<file path="src/design/scs_pkg.sv">
`timescale 1ns / 1ps

package scs_pkg;

  // Sizing defaults and fixed field widths
  localparam int MAX_ENTRIES_DEF = 16;
  localparam int CREDIT_W        = 16;
  localparam int VAL_W           = 8;
  localparam int IDX_W           = 4;
  localparam int NUM_W           = 5;
  localparam int HALF_DIV        = 2;
  localparam logic [NUM_W-1:0] NUM_ENTRIES_RST = NUM_W'(16);

  // Item opcodes
  typedef enum logic [2:0] {
    OP_LOAD    = 3'd0,
    OP_FLAGS   = 3'd1,
    OP_TICK    = 3'd2,
    OP_RELEASE = 3'd3,
    OP_DRAIN   = 3'd4
  } op_e;

  // Sequencer states
  typedef enum logic [2:0] {
    ST_IDLE,
    ST_DECODE,
    ST_RMW,
    ST_SCAN,
    ST_WIN,
    ST_DONE
  } state_e;

  // Credit unit operations
  typedef enum logic [1:0] {
    CU_ADD_SAT,
    CU_SUB_CLAMP,
    CU_SET
  } cu_mode_e;

  // One table entry as stored
  typedef struct packed {
    logic [CREDIT_W-1:0] credit;
    logic [VAL_W-1:0]    weight;
    logic [VAL_W-1:0]    threshold;
    logic                group;
    logic                alive;
    logic                stunned;
  } entry_t;

  // Credit unit results
  typedef struct packed {
    logic [CREDIT_W-1:0] value;
    logic                meets;
    logic                beats;
  } cu_res_t;

endpackage

</file>
<file path="src/design/scs_entry_mem.sv">
`timescale 1ns / 1ps

module scs_entry_mem #(
  parameter int MAX_ENTRIES = scs_pkg::MAX_ENTRIES_DEF,
  localparam int IW = $clog2(MAX_ENTRIES)
) (
  input  logic            clk_i,
  input  logic            rst_ni,
  input  logic            rd_en_i,
  input  logic [IW-1:0]   rd_addr_i,
  output scs_pkg::entry_t rd_data_o,
  input  logic            wr_en_i,
  input  logic [IW-1:0]   wr_addr_i,
  input  scs_pkg::entry_t wr_data_i
);

  scs_pkg::entry_t       mem [MAX_ENTRIES];
  logic [MAX_ENTRIES-1:0] valid_q;
  scs_pkg::entry_t       rdata_q;
  logic                  rvalid_q;

  // Entry storage, registered read
  always_ff @(posedge clk_i) begin
    if (wr_en_i) begin
      mem[wr_addr_i] <= wr_data_i;
    end
    if (rd_en_i) begin
      rdata_q <= mem[rd_addr_i];
    end
  end

  // Valid bits: an entry never written reads as all zero
  always_ff @(posedge clk_i or negedge rst_ni) begin
    if (!rst_ni) begin
      valid_q  <= '0;
      rvalid_q <= 1'b0;
    end else begin
      if (wr_en_i) begin
        valid_q[wr_addr_i] <= 1'b1;
      end
      if (rd_en_i) begin
        rvalid_q <= valid_q[rd_addr_i];
      end
    end
  end

  assign rd_data_o = rvalid_q ? rdata_q : '0;

endmodule

</file>
<file path="src/design/scs_credit_unit.sv">
`timescale 1ns / 1ps

module scs_credit_unit (
  input  scs_pkg::cu_mode_e                mode_i,
  input  logic [scs_pkg::CREDIT_W-1:0]     credit_i,
  input  logic [scs_pkg::CREDIT_W-1:0]     operand_i,
  input  logic [scs_pkg::VAL_W-1:0]        threshold_i,
  input  logic [scs_pkg::CREDIT_W-1:0]     best_i,
  output scs_pkg::cu_res_t                 res_o
);

  logic [scs_pkg::CREDIT_W:0]   sum;
  logic [scs_pkg::CREDIT_W-1:0] value;

  assign sum = {1'b0, credit_i} + {1'b0, operand_i};

  // Shared add / subtract / load of one credit value
  always_comb begin
    unique case (mode_i)
      scs_pkg::CU_ADD_SAT:   value = sum[scs_pkg::CREDIT_W] ? '1 : sum[scs_pkg::CREDIT_W-1:0];
      scs_pkg::CU_SUB_CLAMP: value = (credit_i > operand_i) ? credit_i - operand_i : '0;
      scs_pkg::CU_SET:       value = operand_i;
      default:               value = credit_i;
    endcase
  end

  // Threshold check and compare against the best so far
  assign res_o.value = value;
  assign res_o.meets = value >= scs_pkg::CREDIT_W'(threshold_i);
  assign res_o.beats = value > best_i;

endmodule

</file>
<file path="src/design/credit_threshold_scheduler.sv">
// Credit threshold scheduler, one item at a time through a shared credit unit.
// Load, flags, drain and release pass through decode, read-modify-write and done;
// an item that changes nothing goes from decode to done; a tick scans the n
// active entries, takes a win step when it grants, then reaches done.
// The next item is taken the cycle after the result loads; a stalled result
// holds the sequencer. Reset (async, active low) empties table and grant.
`timescale 1ns / 1ps

module credit_threshold_scheduler #(
  parameter int MAX_ENTRIES = scs_pkg::MAX_ENTRIES_DEF
) (
  input  logic                          clk_i,
  input  logic                          rst_ni,
  // configuration write
  input  logic                          cfg_valid_i,
  output logic                          cfg_ready_o,
  input  logic [scs_pkg::NUM_W-1:0]     cfg_num_entries_i,
  // input items
  input  logic                          in_valid_i,
  output logic                          in_stall_o,
  input  logic [2:0]                    op_i,
  input  logic [scs_pkg::IDX_W-1:0]     entry_index_i,
  input  logic [scs_pkg::VAL_W-1:0]     weight_i,
  input  logic [scs_pkg::VAL_W-1:0]     threshold_i,
  input  logic                          group_i,
  input  logic                          alive_i,
  input  logic                          stunned_i,
  input  logic                          freeze_group1_i,
  input  logic                          release_skip_i,
  input  logic [scs_pkg::VAL_W-1:0]     drain_amount_i,
  // result items
  output logic                          out_valid_o,
  input  logic                          out_stall_i,
  output logic                          granted_o,
  output logic [scs_pkg::IDX_W-1:0]     grant_index_o,
  output logic                          grant_group_o,
  output logic                          busy_res_o,
  output logic [scs_pkg::CREDIT_W-1:0]  winner_credit_o
);

  localparam int IW = $clog2(MAX_ENTRIES);
  localparam int CW = IW + 1;

  scs_pkg::state_e state_q, state_d;

  // latched item
  logic [2:0]                   op_q;
  logic [scs_pkg::IDX_W-1:0]    idx_q;
  logic [scs_pkg::VAL_W-1:0]    weight_q, threshold_q, drain_q;
  logic                         group_q, alive_q, stunned_q, freeze_q, skip_q;

  // configuration and grant state
  logic [scs_pkg::NUM_W-1:0]    num_entries_q;
  logic                         grant_active_q, grant_active_d;
  logic [IW-1:0]                holder_q, holder_d;
  logic                         grant_group_q, grant_group_d;

  // scan state
  logic [CW-1:0]                ptr_q, ptr_d;
  logic                         pend_q, pend_d;
  logic                         found_q, found_d;
  logic [IW-1:0]                best_q, best_d;
  scs_pkg::entry_t              best_rec_q, best_rec_d;
  logic [IW-1:0]                addr_q;

  // result
  logic                         res_granted_q, res_granted_d;
  logic                         out_valid_q;
  logic                         out_granted_q, out_group_q, out_busy_q;
  logic [scs_pkg::IDX_W-1:0]    out_index_q;
  logic [scs_pkg::CREDIT_W-1:0] out_wcredit_q;

  // datapath wiring
  logic                         rd_en, wr_en;
  logic [IW-1:0]                rd_addr, wr_addr;
  scs_pkg::entry_t              rec, wr_data;
  scs_pkg::cu_mode_e            cu_mode;
  logic [scs_pkg::CREDIT_W-1:0] cu_operand;
  scs_pkg::cu_res_t             cu_res;

  logic                         in_xfer, out_xfer, done_fire;
  logic                         idx_ok, scan_rd, elig;
  logic [IW-1:0]                idx_addr;
  logic [CW-1:0]                n_act;

  assign in_xfer   = in_valid_i && !in_stall_o;
  assign out_xfer  = out_valid_q && !out_stall_i;
  assign done_fire = (state_q == scs_pkg::ST_DONE) && (!out_valid_q || !out_stall_i);

  assign in_stall_o  = state_q != scs_pkg::ST_IDLE;
  assign cfg_ready_o = 1'b1;

  assign idx_ok   = 32'(idx_q) < MAX_ENTRIES;
  assign idx_addr = IW'(idx_q);
  assign n_act    = (32'(num_entries_q) > MAX_ENTRIES) ? CW'(MAX_ENTRIES) : CW'(num_entries_q);
  assign scan_rd  = ptr_q < n_act;
  assign elig     = rec.alive && !rec.stunned && !(rec.group && freeze_q);

  scs_entry_mem #(
    .MAX_ENTRIES(MAX_ENTRIES)
  ) u_mem (
    .clk_i    (clk_i),
    .rst_ni   (rst_ni),
    .rd_en_i  (rd_en),
    .rd_addr_i(rd_addr),
    .rd_data_o(rec),
    .wr_en_i  (wr_en),
    .wr_addr_i(wr_addr),
    .wr_data_i(wr_data)
  );

  scs_credit_unit u_cu (
    .mode_i     (cu_mode),
    .credit_i   (rec.credit),
    .operand_i  (cu_operand),
    .threshold_i(rec.threshold),
    .best_i     (best_rec_q.credit),
    .res_o      (cu_res)
  );

  // Next state
  always_comb begin
    state_d = state_q;
    unique case (state_q)
      scs_pkg::ST_IDLE: begin
        if (in_xfer) state_d = scs_pkg::ST_DECODE;
      end
      scs_pkg::ST_DECODE: begin
        priority case (op_q)
          scs_pkg::OP_LOAD, scs_pkg::OP_FLAGS, scs_pkg::OP_DRAIN: begin
            state_d = idx_ok ? scs_pkg::ST_RMW : scs_pkg::ST_DONE;
          end
          scs_pkg::OP_RELEASE: begin
            state_d = grant_active_q ? scs_pkg::ST_RMW : scs_pkg::ST_DONE;
          end
          scs_pkg::OP_TICK: begin
            state_d = grant_active_q ? scs_pkg::ST_DONE : scs_pkg::ST_SCAN;
          end
          default: state_d = scs_pkg::ST_DONE;
        endcase
      end
      scs_pkg::ST_RMW: state_d = scs_pkg::ST_DONE;
      scs_pkg::ST_SCAN: begin
        if (!scan_rd && !pend_q) state_d = found_q ? scs_pkg::ST_WIN : scs_pkg::ST_DONE;
      end
      scs_pkg::ST_WIN: state_d = scs_pkg::ST_DONE;
      scs_pkg::ST_DONE: begin
        if (done_fire) state_d = scs_pkg::ST_IDLE;
      end
      default: state_d = scs_pkg::ST_IDLE;
    endcase
  end

  // Table and credit unit control
  always_comb begin
    rd_en      = 1'b0;
    rd_addr    = idx_addr;
    wr_en      = 1'b0;
    wr_addr    = addr_q;
    wr_data    = rec;
    cu_mode    = scs_pkg::CU_ADD_SAT;
    cu_operand = scs_pkg::CREDIT_W'(weight_q);
    unique case (state_q)
      scs_pkg::ST_DECODE: begin
        priority case (op_q)
          scs_pkg::OP_LOAD, scs_pkg::OP_FLAGS, scs_pkg::OP_DRAIN: rd_en = idx_ok;
          scs_pkg::OP_RELEASE: begin
            rd_en   = grant_active_q;
            rd_addr = holder_q;
          end
          default: rd_en = 1'b0;
        endcase
      end
      scs_pkg::ST_RMW: begin
        wr_en = 1'b1;
        priority case (op_q)
          scs_pkg::OP_LOAD: begin
            wr_data.weight    = weight_q;
            wr_data.threshold = threshold_q;
            wr_data.group     = group_q;
          end
          scs_pkg::OP_FLAGS: begin
            wr_data.alive   = alive_q;
            wr_data.stunned = stunned_q;
          end
          scs_pkg::OP_DRAIN: begin
            cu_mode        = scs_pkg::CU_SUB_CLAMP;
            cu_operand     = scs_pkg::CREDIT_W'(drain_q);
            wr_data.credit = cu_res.value;
          end
          default: begin
            // release: zero, or half the threshold on a skip
            cu_mode        = scs_pkg::CU_SET;
            cu_operand     = skip_q ? scs_pkg::CREDIT_W'(rec.threshold / scs_pkg::HALF_DIV) : '0;
            wr_data.credit = cu_res.value;
          end
        endcase
      end
      scs_pkg::ST_SCAN: begin
        rd_en          = scan_rd;
        rd_addr        = IW'(ptr_q);
        // each entry accumulates its own stored weight
        cu_operand     = scs_pkg::CREDIT_W'(rec.weight);
        wr_en          = pend_q && elig;
        wr_data.credit = cu_res.value;
      end
      scs_pkg::ST_WIN: begin
        wr_en          = 1'b1;
        wr_addr        = best_q;
        wr_data        = best_rec_q;
        wr_data.credit = '0;
      end
      default: rd_en = 1'b0;
    endcase
  end

  // Sequencer register updates
  always_comb begin
    grant_active_d = grant_active_q;
    holder_d       = holder_q;
    grant_group_d  = grant_group_q;
    ptr_d          = ptr_q;
    pend_d         = pend_q;
    found_d        = found_q;
    best_d         = best_q;
    best_rec_d     = best_rec_q;
    res_granted_d  = res_granted_q;
    if (in_xfer) res_granted_d = 1'b0;
    unique case (state_q)
      scs_pkg::ST_DECODE: begin
        ptr_d   = '0;
        pend_d  = 1'b0;
        found_d = 1'b0;
        best_d  = '0;
        best_rec_d = '0;
      end
      scs_pkg::ST_RMW: begin
        if (op_q == scs_pkg::OP_RELEASE) grant_active_d = 1'b0;
        if (op_q == scs_pkg::OP_LOAD && grant_active_q && addr_q == holder_q) begin
          grant_group_d = group_q;
        end
      end
      scs_pkg::ST_SCAN: begin
        if (scan_rd) ptr_d = ptr_q + 1'b1;
        pend_d = scan_rd;
        if (pend_q && elig && cu_res.meets && (!found_q || cu_res.beats)) begin
          found_d           = 1'b1;
          best_d            = addr_q;
          best_rec_d        = rec;
          best_rec_d.credit = cu_res.value;
        end
      end
      scs_pkg::ST_WIN: begin
        grant_active_d = 1'b1;
        holder_d       = best_q;
        grant_group_d  = best_rec_q.group;
        res_granted_d  = 1'b1;
      end
      default: ptr_d = ptr_q;
    endcase
  end

  // Control registers
  always_ff @(posedge clk_i or negedge rst_ni) begin
    if (!rst_ni) begin
      state_q        <= scs_pkg::ST_IDLE;
      num_entries_q  <= scs_pkg::NUM_ENTRIES_RST;
      grant_active_q <= 1'b0;
      holder_q       <= '0;
      grant_group_q  <= 1'b0;
      ptr_q          <= '0;
      pend_q         <= 1'b0;
      found_q        <= 1'b0;
      res_granted_q  <= 1'b0;
      out_valid_q    <= 1'b0;
    end else begin
      state_q        <= state_d;
      grant_active_q <= grant_active_d;
      holder_q       <= holder_d;
      grant_group_q  <= grant_group_d;
      ptr_q          <= ptr_d;
      pend_q         <= pend_d;
      found_q        <= found_d;
      res_granted_q  <= res_granted_d;
      if (cfg_valid_i && cfg_ready_o) num_entries_q <= cfg_num_entries_i;
      if (done_fire) begin
        out_valid_q <= 1'b1;
      end else if (out_xfer) begin
        out_valid_q <= 1'b0;
      end
    end
  end

  // Payload registers
  always_ff @(posedge clk_i) begin
    if (in_xfer) begin
      op_q        <= op_i;
      idx_q       <= entry_index_i;
      weight_q    <= weight_i;
      threshold_q <= threshold_i;
      group_q     <= group_i;
      alive_q     <= alive_i;
      stunned_q   <= stunned_i;
      freeze_q    <= freeze_group1_i;
      skip_q      <= release_skip_i;
      drain_q     <= drain_amount_i;
    end
    if (rd_en) addr_q <= rd_addr;
    best_q     <= best_d;
    best_rec_q <= best_rec_d;
    if (done_fire) begin
      out_granted_q <= res_granted_q;
      out_busy_q    <= grant_active_q;
      out_index_q   <= grant_active_q ? scs_pkg::IDX_W'(holder_q) : '0;
      out_group_q   <= grant_active_q && grant_group_q;
      out_wcredit_q <= res_granted_q ? best_rec_q.credit : '0;
    end
  end

  assign out_valid_o     = out_valid_q;
  assign granted_o       = out_granted_q;
  assign grant_index_o   = out_index_q;
  assign grant_group_o   = out_group_q;
  assign busy_res_o      = out_busy_q;
  assign winner_credit_o = out_wcredit_q;

`ifndef ASSERT_OFF
  // a new grant is always reported with the grant outstanding
  a_grant_busy: assert property (@(posedge clk_i) disable iff (!rst_ni)
    out_valid_o && granted_o |-> busy_res_o)
    else $error("grant reported without busy status");

  // winner credit only accompanies a granting tick
  a_wcredit: assert property (@(posedge clk_i) disable iff (!rst_ni)
    out_valid_o && !granted_o |-> winner_credit_o == '0)
    else $error("winner credit without grant");

  // the scan never walks past the active entry count
  a_scan_bound: assert property (@(posedge clk_i) disable iff (!rst_ni)
    state_q == scs_pkg::ST_SCAN |-> ptr_q <= n_act)
    else $error("scan pointer past active entries");

  // a win step only follows a scan that found a candidate
  a_win_found: assert property (@(posedge clk_i) disable iff (!rst_ni)
    state_q == scs_pkg::ST_WIN |-> $past(state_q) == scs_pkg::ST_SCAN && found_q)
    else $error("win without candidate");
`endif

endmodule

</file>
<file path="config.mk">
export PLATFORM = sky130hd
export DESIGN_NAME = credit_threshold_scheduler
export DESIGN_NICKNAME = d
export VERILOG_FILES = /design/src/design/scs_pkg.sv /design/src/design/scs_entry_mem.sv /design/src/design/scs_credit_unit.sv /design/src/design/credit_threshold_scheduler.sv
export SDC_FILE = /design/constraint.sdc
export NUM_CORES = 1
export LEC_CHECK = 0
export BUFFER_PORTS_ARGS = -buffer_cell sky130_fd_sc_hd__buf_2
export CAP_MARGIN = 5
export CORE_MARGIN = 2
export CORE_UTILIZATION = 57
export DETAILED_ROUTE_END_ITERATION = 10
export HOLD_SLACK_MARGIN = 0.06
export PLACE_DENSITY_LB_ADDON = 0.25
export SLEW_MARGIN = 10
export SYNTH_ARGS = -nofsm -noshare
export SYNTH_HDL_FRONTEND = slang
export SYNTH_SLANG_ARGS = --single-unit
</file>
<file path="constraint.sdc">
create_clock -name clk_i -period 5.93 [get_ports clk_i]
set_input_delay 0 -clock clk_i [delete_from_list [all_inputs] [get_ports clk_i]]
set_output_delay 0 -clock clk_i [all_outputs]
set_load 0.02 [all_outputs]
</file>
==> results_dict.tcl <==
set metrics [dict create \
    fin_crit_ps 5790 \
    tns_ps 0 \
    path_buf_inv 5 \
    sequentialPowerShare 0.388 \
    ctsLongestPathBuffers 3 \
    areaGrowthSynthToFinish_pct 15.7 \
    io_buffers 70 \
    first_iter_violations 2728 \
    layout-drive-gt1-share 0.139 \
    syn_area_per_cell_um2 11.9 \
    worst_pin_slew_ps 1330 \
    synth_common_cells "edfxtp_1 (697), nand2_1 (695), nand3_1 (314), nor2_1 (122), clkbuf_1 (76)" \
    fp-row-count 86 \
    fin_crit_sh 0.976 \
    place_area_um2 33600 \
    yosysSeqAreaShare 0.688 \
    r2r_start "u_mem.rdata_q[9]$_DFFE_PP_" \
    yosysTopAreaCell "edfxtp_1" \
    hpwl_um 51200 \
    drc_errors 0 \
    worst_ep_required_time_ps 6240 \
    nFillCells 3974 \
    power.switching_uw 7500 \
    die_y_um 240 \
    synth_edf_count 697 \
    crit_top_cell "buf_4" \
    cts.sinks 737 \
    die_w_um 240 \
    pwr-share-clk 0.233 \
    reg2reg_depth 26 \
    viasPerCell 6.17 \
    relSlewSlack 0.113 \
    grt_pass1_wl_um 130000 \
    cts_tree "done" \
    die-area_um2 57800 \
    synth_top_area_frac 0.657 \
    slowest_delay_ps 410 \
    fin_worst_skew_ps 20.4 \
    end_kind "register" \
    syn-cell-area_um2 31900 \
    cp_max_fo 9 \
    hold_class "input port to register" \
    vdd_drop_max_uv 384 \
    status "finished, final reports clean" \
    synthesis.nets 2766 \
    r2r-end "best_rec_q[28]$_SDFFCE_PN0P_" \
    first_pass_iters 6 \
    finalInstanceArea_um2 36900 \
    critPathLaunchType "register" \
    p_int_uw 12400 \
    synthMostInstantiatedCell "edfxtp_1" \
    grtUsageTotal 0.305 \
    hold_violations 0 \
    h-tree-depth 3 \
    numCtsBuffers 75 \
    min_path_cells 2 \
    synthCells 2672 \
    p_comb_frac 0.379 \
    p_sw_frac 0.377 \
    slew_violations 0 \
    hold_path_end "threshold_q[5]$_DFFE_PP_" \
    antenna_cells 0 \
    clk_pin_slew_worst_paths_ps 60 \
    synth-async-reset-ratio 0.0543 \
    antenna_left 0 \
    ios 72 \
    yosysWarnings 0 \
    crit_type "register to register" \
    ys_ff_latch 737 \
    place_congestion 0.966 \
    vias 22500 \
    grt_pass1_vias 21300 \
    coreArea_um2 55200 \
    min_from "threshold_i[5]" \
    cap_viol_max_count 0 \
    r2r_setup_slack_ps 140 \
    grt_max_degree 180 \
    initial_core_util 0.577 \
    finish.utilization 0.668 \
    synth-main-ff-cell "edfxtp_1" \
    grt_antenna_before_repair 1 \
    clock-root-buffer "clkbuf_16" \
    power.leakage_uw 0.0136 \
    crit_family "compound AO/OA/AOI/OAI gates" \
    wire_per_inst_um 24.2 \
    gr-total-overflow 0 \
    ys_types 76 \
    netlist_top_cells_area "edfxtp_1 (66%), nand2_1 (8.2%), nand3_1 (4.9%), dfrtp_1 (3.1%), a311oi_1 (2.0%)" \
    fmax_mhz 173 \
    crit_path_top_delay_cell "a2111o_1" \
    drt-total-wl_um 88300 \
    fin_nets 2942 \
    power_density_nw_per_um2 539 \
    finalSetupViolCount 0 \
    clock_latency_ps 620 \
    cp.arrival_ps 6100 \
]
==> worst max-delay path by stage <==
stage,to,start,depth (start not counted)
detailed placement,best_rec_q[10]$_SDFFCE_PN0P_,u_mem.rdata_q[9]$_DFFE_PP_,24
global route,best_rec_q[26]$_SDFFCE_PN0P_,op_q[2]$_DFFE_PP_,27
CTS,best_rec_q[8]$_SDFFCE_PN0P_,u_mem.rdata_q[9]$_DFFE_PP_,24
global placement,best_rec_q[10]$_SDFFCE_PN0P_,u_mem.rdata_q[9]$_DFFE_PP_,24
finish,best_rec_q[28]$_SDFFCE_PN0P_,u_mem.rdata_q[9]$_DFFE_PP_,26
floorplan,best_q[0]$_SDFFCE_PN0P_,op_q[2]$_DFFE_PP_,27
==> state kept, by name (all words and copies together) (netlist names), 3 cells and up <==
signal and cells:
state_q 3, winner_credit_o 16, weight_q 8, u_mem.valid_q 16, u_mem.mem 560, num_entries_q 5
holder_q 4, idx_addr 4, op_q 3, best_q 4, threshold_q 8, addr_q 4
u_mem.rdata_q 35, drain_q 8, best_rec_q 35, grant_index_o 4, ptr_q 5
==> cell families (layout without fill, tap and decap cells) <==
| kind of cell | after synthesis | in the layout | share of synthesized area |
|---|---|---|---|
| AO/OA/AOI/OAI | 351 | 351 | 0.0772 |
| XOR/XNOR | 13 | 13 | 0.00357 |
| adder cells (fa/ha/maj) | 48 | 48 | 0.0193 |
| buffers and inverters | 222 | 454 | 0.0313 |
| flip-flops | 737 | 737 | 0.688 |
| multiplexers | 6 | 6 | 0.00204 |
| other | 1 | 1 | 0.000118 |
| AND/OR/NAND/NOR | 1294 | 1294 | 0.178 |
==> what timing repair did <==
item                                    4_1_cts  5_1_grt
hold buffers                                 50        0
endpoints found under the hold margin       143        0
buffers inserted                              0        8
resized for setup                             0       42
endpoints found under the setup margin        0       40
==> layout make-up <==
type	instances	area [µm²]	area share
tap	748	936	0.0254
inverter	55	216	0.00587
clock inverter	31	330	0.00895
sequential	737	21900	0.595
clock buffer	102	2060	0.0559
multi-input combinational	1713	9290	0.252
timing repair buffer	266	2120	0.0574
==> through the flow <==
stage	std cells	setup WS [ps]	hold WS (ps)	total power, µW
2_1_floorplan	2672	230	-296	12200
3_3_place_gp	3454	194	177	14700
3_5_place_dp	3454	91.2	178	14800
4_1_cts	3637	56.6	67.3	19500
5_1_grt	3652	-63.2	89.0	20800
6_report	3652	144	95.3	19900
==> power groups by stage <==
stage | logic (µW) | registers [µW] | clock network, µW
after floorplan | 4510 | 7690 | 0
after global placement | 6920 | 7780 | 0
after detailed placement | 7050 | 7790 | 0
after CTS | 7120 | 7690 | 4660
after global routing | 8220 | 7760 | 4860
final | 7540 | 7710 | 4630
==> layout by cell type, fill, tap and decap left out, drive strengths merged, types with 43 or more instances in the layout <==
cell type | netlist | routed
and3 | 43 | 43
dlygate4sd3 | 0 | 50
nand2 | 695 | 695
a31oi | 50 | 50
ha | 46 | 46
edfxtp | 697 | 697
inv | 54 | 56
a311oi | 74 | 74
o21ai | 60 | 60
nand3 | 314 | 314
clkbuf | 77 | 106
a21oi | 55 | 55
buf | 90 | 212
nor2 | 123 | 123
==> routing by layer <==
metal / part of all wire / up-vias / track usage
li1: - / 10100 / -
met1: 0.41 / 11000 / 0.437
met2: 0.46 / 1245 / 0.473
met3: 0.10 / 161 / 0.0503
met4: 0.030 / 0 / 0.112
met5: 0 / - / 0
Power figures use the tool's default switching activity.
